--- config.mk ---
export PLATFORM = sky130hd
export DESIGN_NAME = amee_result_fifo
export DESIGN_NICKNAME = d
export VERILOG_FILES = /design/src/hdl/amee_pkg.sv /design/src/hdl/amee_result_fifo.sv
export SDC_FILE = /design/constraint.sdc
export NUM_CORES = 1
export LEC_CHECK = 0
export ABC_AREA = 1
export ABC_CLOCK_PERIOD_IN_PS = 4200
export BUFFER_PORTS_ARGS = -buffer_cell sky130_fd_sc_hd__buf_4
export CAP_MARGIN = 5
export CORE_ASPECT_RATIO = 1.2
export CORE_MARGIN = 4
export CORE_UTILIZATION = 41
export DETAILED_ROUTE_END_ITERATION = 10
export PLACE_DENSITY = 0.69
export SETUP_SLACK_MARGIN = 0.3
export SYNTH_ARGS = -nofsm -noshare
export SYNTH_HDL_FRONTEND = slang
export SYNTH_SLANG_ARGS = --single-unit
--- constraint.sdc ---
create_clock -name clk_i -period 4.2 [get_ports clk_i]
set_clock_uncertainty 0.1 [all_clocks]
set_input_delay 0.42 -clock clk_i [delete_from_list [all_inputs] [get_ports clk_i]]
set_output_delay 0.42 -clock clk_i [all_outputs]
set_load 0.01 [all_outputs]
--- src/hdl/amee_pkg.sv ---
`timescale 1ns / 1ps
`default_nettype none

package amee_pkg;

  // Field widths of the items and registers
  localparam int unsigned CfgW   = 11;
  localparam int unsigned AlphaW = 8;
  localparam int unsigned LineW  = 10;

  // Size limits and reset value of the size registers
  localparam int unsigned MaxWidth     = 1024;
  localparam int unsigned MaxHeight    = 1024;
  localparam int unsigned SizeResetVal = 1024;

  // Result queue
  localparam int unsigned FifoDepth = 8;
  localparam int unsigned FifoAw    = $clog2(FifoDepth);
  localparam int unsigned FifoCntW  = $clog2(FifoDepth + 1);

  typedef enum logic [1:0] {
    REG_IMAGE_WIDTH     = 2'd0,
    REG_IMAGE_HEIGHT    = 2'd1,
    REG_ALPHA_THRESHOLD = 2'd2
  } cfg_reg_e;

  typedef enum logic {
    KIND_ROW = 1'b0,
    KIND_COL = 1'b1
  } kind_e;

  typedef struct packed {
    kind_e              kind;
    logic [LineW-1:0]   line_index;
    logic               present;
    logic [LineW-1:0]   low_edge;
    logic [LineW-1:0]   high_edge;
    logic               last;
  } result_t;

  // One column store entry
  typedef struct packed {
    logic             found;
    logic [LineW-1:0] lowest;
    logic [LineW-1:0] highest;
  } col_entry_t;

  // Per-pixel request to the column store
  typedef struct packed {
    logic             first_row;
    logic             full;
    logic [LineW-1:0] row;
  } col_req_t;

endpackage

`default_nettype wire

--- src/hdl/amee_result_fifo.sv ---
`timescale 1ns / 1ps
`default_nettype none

module amee_result_fifo import amee_pkg::*; (
  input  wire logic                clk_i,
  input  wire logic                rst_ni,
  input  wire logic [1:0]          push_cnt_i,
  input  wire result_t             wdata0_i,
  input  wire result_t             wdata1_i,
  input  wire logic                pop_i,
  output result_t                  rdata_o,
  output logic [FifoCntW-1:0]      count_o
);

  result_t             entry_q [FifoDepth];
  logic [FifoAw-1:0]   head_q, head_d;
  logic [FifoAw-1:0]   tail_q, tail_d;
  logic [FifoCntW-1:0] count_q, count_d;
  logic [FifoAw-1:0]   tail_nxt;

  assign tail_nxt = tail_q + FifoAw'(1);

  always_comb begin
    head_d  = pop_i ? head_q + FifoAw'(1) : head_q;
    tail_d  = tail_q + FifoAw'(push_cnt_i);
    count_d = count_q + FifoCntW'(push_cnt_i) - FifoCntW'(pop_i);
  end

  always_ff @(posedge clk_i or negedge rst_ni) begin
    if (!rst_ni) begin
      head_q  <= '0;
      tail_q  <= '0;
      count_q <= '0;
    end else begin
      head_q  <= head_d;
      tail_q  <= tail_d;
      count_q <= count_d;
    end
  end

  always_ff @(posedge clk_i) begin
    if (push_cnt_i != 2'd0) begin
      entry_q[tail_q] <= wdata0_i;
    end
    if (push_cnt_i == 2'd2) begin
      entry_q[tail_nxt] <= wdata1_i;
    end
  end

  assign rdata_o = entry_q[head_q];
  assign count_o = count_q;

  a_no_overflow: assert property (@(posedge clk_i) disable iff (!rst_ni)
    ({1'b0, count_q} + (FifoCntW + 1)'(push_cnt_i)) <= (FifoCntW + 1)'(FifoDepth))
    else $error("result queue overflow");

  a_no_underflow: assert property (@(posedge clk_i) disable iff (!rst_ni)
    pop_i |-> (count_q != '0))
    else $error("result queue underflow");

endmodule

`default_nettype wire

==> flow_summary.ini <==
[synth]
yosys_warnings = 0
synth_seq_cells = 274
syn_area_per_cell_um2 = 7.60
postSynthCellCount = 2190
yosysSeqAreaShare = 0.491
syn_nets = 2271
synth_area_um2 = 16700
synth_cell_type_count = 22

[sta]
period_share = 0.801
setup-violations-final = 0
timing_hold_violations_final = 0
tightest_slew_ns = 1.23
max_slew_margin = 0.177
min_period_ns = 3.37
rsz0062_at_grt = false
max_freq_ghz = 0.297
setup_ws_ns = 0.834
finalSetupTns_ns = 0
slew_violations = 0

[placed_design]
place_ws_ns = 1.39
place_congestion = 0.840
dpl_cell_area_um2 = 17500
portBuffers = 107
dp_hpwl_um = 29600

[clocking]
root_buffer = clkbuf_16
path_clk_slew_ns = 0.06
cts_tree = done
clock_latency_ns = 0.55
htreeDepth = 1
clk_path_buf_depth = 3
cts_num_sinks = 274
cts_made_buffers = 28

[setup_path]
startpoint_type = flip-flop
crit_path_end_kind = output pin
ff2ff_path_depth = 7
cp_data_required_time_ns = 3.68
crit_fanout = 46
critical_path_class = flip-flop to output pin
cp_data_arrival_time_ns = 2.85

[global_route]
grt_use_total = 0.236
grt_max_degree = 77
grt-ovfl-total = 0
grt_pass1_wl_um = 82100
first_global_vias = 14700
antenna_found_initial = 8

[die]
core_area_um2 = 39900
rows = 80
ioPinCount = 108
fp.dieW_um = 192
die-area_um2 = 43900
die_h_um = 229
start_util = 0.417

[route]
first_iter_violations = 1636
drtAntennaViolNets = 0
firstDrtPassIters = 6
via_count = 15000
totalWireLength_um = 52400
viasPerCell = 5.56
drc = 0
avgRoutedWirePerCell_um = 19.4

[pwr]
ir_drop_mv = 0.693
p_leak_nw = 8.97
power_mw = 13.7
power_density_nw_per_um2 = 748

[finish]
design_area_um2 = 18400
final_util = 0.460
drive_gt1_frac = 0.0952
area_growth_syn_to_layout_pct = 10.2
fillCellCount = 3886
layout.nets = 2223

[job]
drv_cap = 0

[min_path]
holdPathStages = 2
min_path_type = input pin to flip-flop

[status]
status = finished, final reports clean
==> kinds of logic after synthesis <==
group           synth area share
simple gates               0.365
compound gates           0.00301
buf+inv                    0.129
fa+ha+maj                0.00842
xor+xnor                 0.00316
flops                      0.491
==> layout by cell type (no fill, tap or decap), types with 2 or more instances in the layout <==
master         Yosys  layout
dlygate4sd3_1      0       2
inv_1            282     281
clkbuf_16          0      28
nor2_4             2       2
inv_4              0       2
clkinv_2           0       4
bufinv_16          0       2
nand3_1          133     133
nand3_2            8       8
xnor2_1            2       2
xor2_1             4       4
o21ai_4            0       8
diode_2            0       3
fa_1               2       2
clkbuf_1          47       9
buf_4             15     144
nand2_1          972     972
nand4_1          264     264
nand2_4            0       2
dfrtp_1           10       8
clkinv_1           1       8
edfxtp_1         264     264
ha_1               8       7
==> power by group <==
group          total, mW  switching (mW)  internal, mW
logic               6.99            5.24          1.76
clock network       2.43            1.06          1.37
registers           4.30           0.285          4.01
total               13.7            6.59          7.14
==> cells in the mapped netlist <==
library cell / n / area share
edfxtp_1: 264 / 0.48
buf_1: 22 / 0.0050
fa_1: 2 / 0.0024
nand2_1: 972 / 0.22
o21ai_0: 9 / 0.0027
nand2_2: 2 / 0.00075
buf_6: 1 / 0.00068
nand3_1: 133 / 0.040
buf_2: 140 / 0.042
nand3_2: 8 / 0.0048
nand4_1: 264 / 0.099
xor2_1: 4 / 0.0021
buf_4: 15 / 0.0068
nor2_4: 2 / 0.0014
clkbuf_1: 47 / 0.011
dfrtp_1: 10 / 0.015
inv_1: 282 / 0.064
inv_2: 1 / 0.00023
a21oi_1: 1 / 0.00030
xnor2_1: 2 / 0.0011
clkinv_1: 1 / 0.00023
ha_1: 8 / 0.0060
==> cell type report <==
| class | count | area [µm²] | share of cell area |
|---|---|---|---|
| Multi-Input combinational cell | 1407 | 6440 | 0.351 |
| Clock inverter | 14 | 121 | 0.00661 |
| Clock buffer | 38 | 748 | 0.0408 |
| Tap cell | 533 | 667 | 0.0363 |
| Antenna cell | 3 | 7.51 | 0.000409 |
| Inverter | 284 | 1070 | 0.0584 |
| Sequential cell | 274 | 8180 | 0.446 |
| Timing Repair Buffer | 147 | 1120 | 0.0611 |
==> worst paths after layout <==
check	from	end	slack, ns
worst max-delay path	head_q[0]	rdata_o[28]	0.83
worst min-delay path	push_cnt_i[0]	count_o[0]	0.04
min in group asynchronous	rst_ni	count_o[3]	0.15
max in group asynchronous	rst_ni	head_q[0]	3.69
worst max register to register	tail_q[0]	entry_q[5][1]	1.36
worst min register to register	tail_q[2]	tail_q[2]	0.48
==> worst max-delay path: stages (launching register included) <==
cell	delay [ns]
dfrtp_4	0.70
inv_4	0.53
buf_4	0.44
nand2_1	0.10
nand3_1	0.09
nand2_1	0.07
nand2_1	0.06
nand2_1	0.12
buf_4	0.16
==> registers in the layout, indices dropped and copies added (netlist names) <==
signal,count
head_q,3
count_o,4
tail_q,3
entry_q,264
==> through the flow <==
stage / hold slack (ns) / instances
final: 0.0398 / 2700
after global routing: 0.0391 / 2699
after floorplan: 0.0244 / 2190
after detailed placement: 0.162 / 2643
after global placement: 0.160 / 2643
after CTS: 0.0215 / 2697
==> metal layers <==
layer / GRT usage / wire length (µm) / vias to the layer above
met4: 0.104 / 2300 / 12
met1: 0.293 / 18900 / 7066
met5: 0 / 69 / -
li1: - / - / 6977
met3: 0.0420 / 5180 / 163
met2: 0.401 / 25900 / 787
==> repair_timing <==
action	CTS	global route
setup buffers	0	0
hold endpoints to repair	11	0
resized for setup	0	0
hold buffers	2	0
Power figures use the tool's default switching activity.
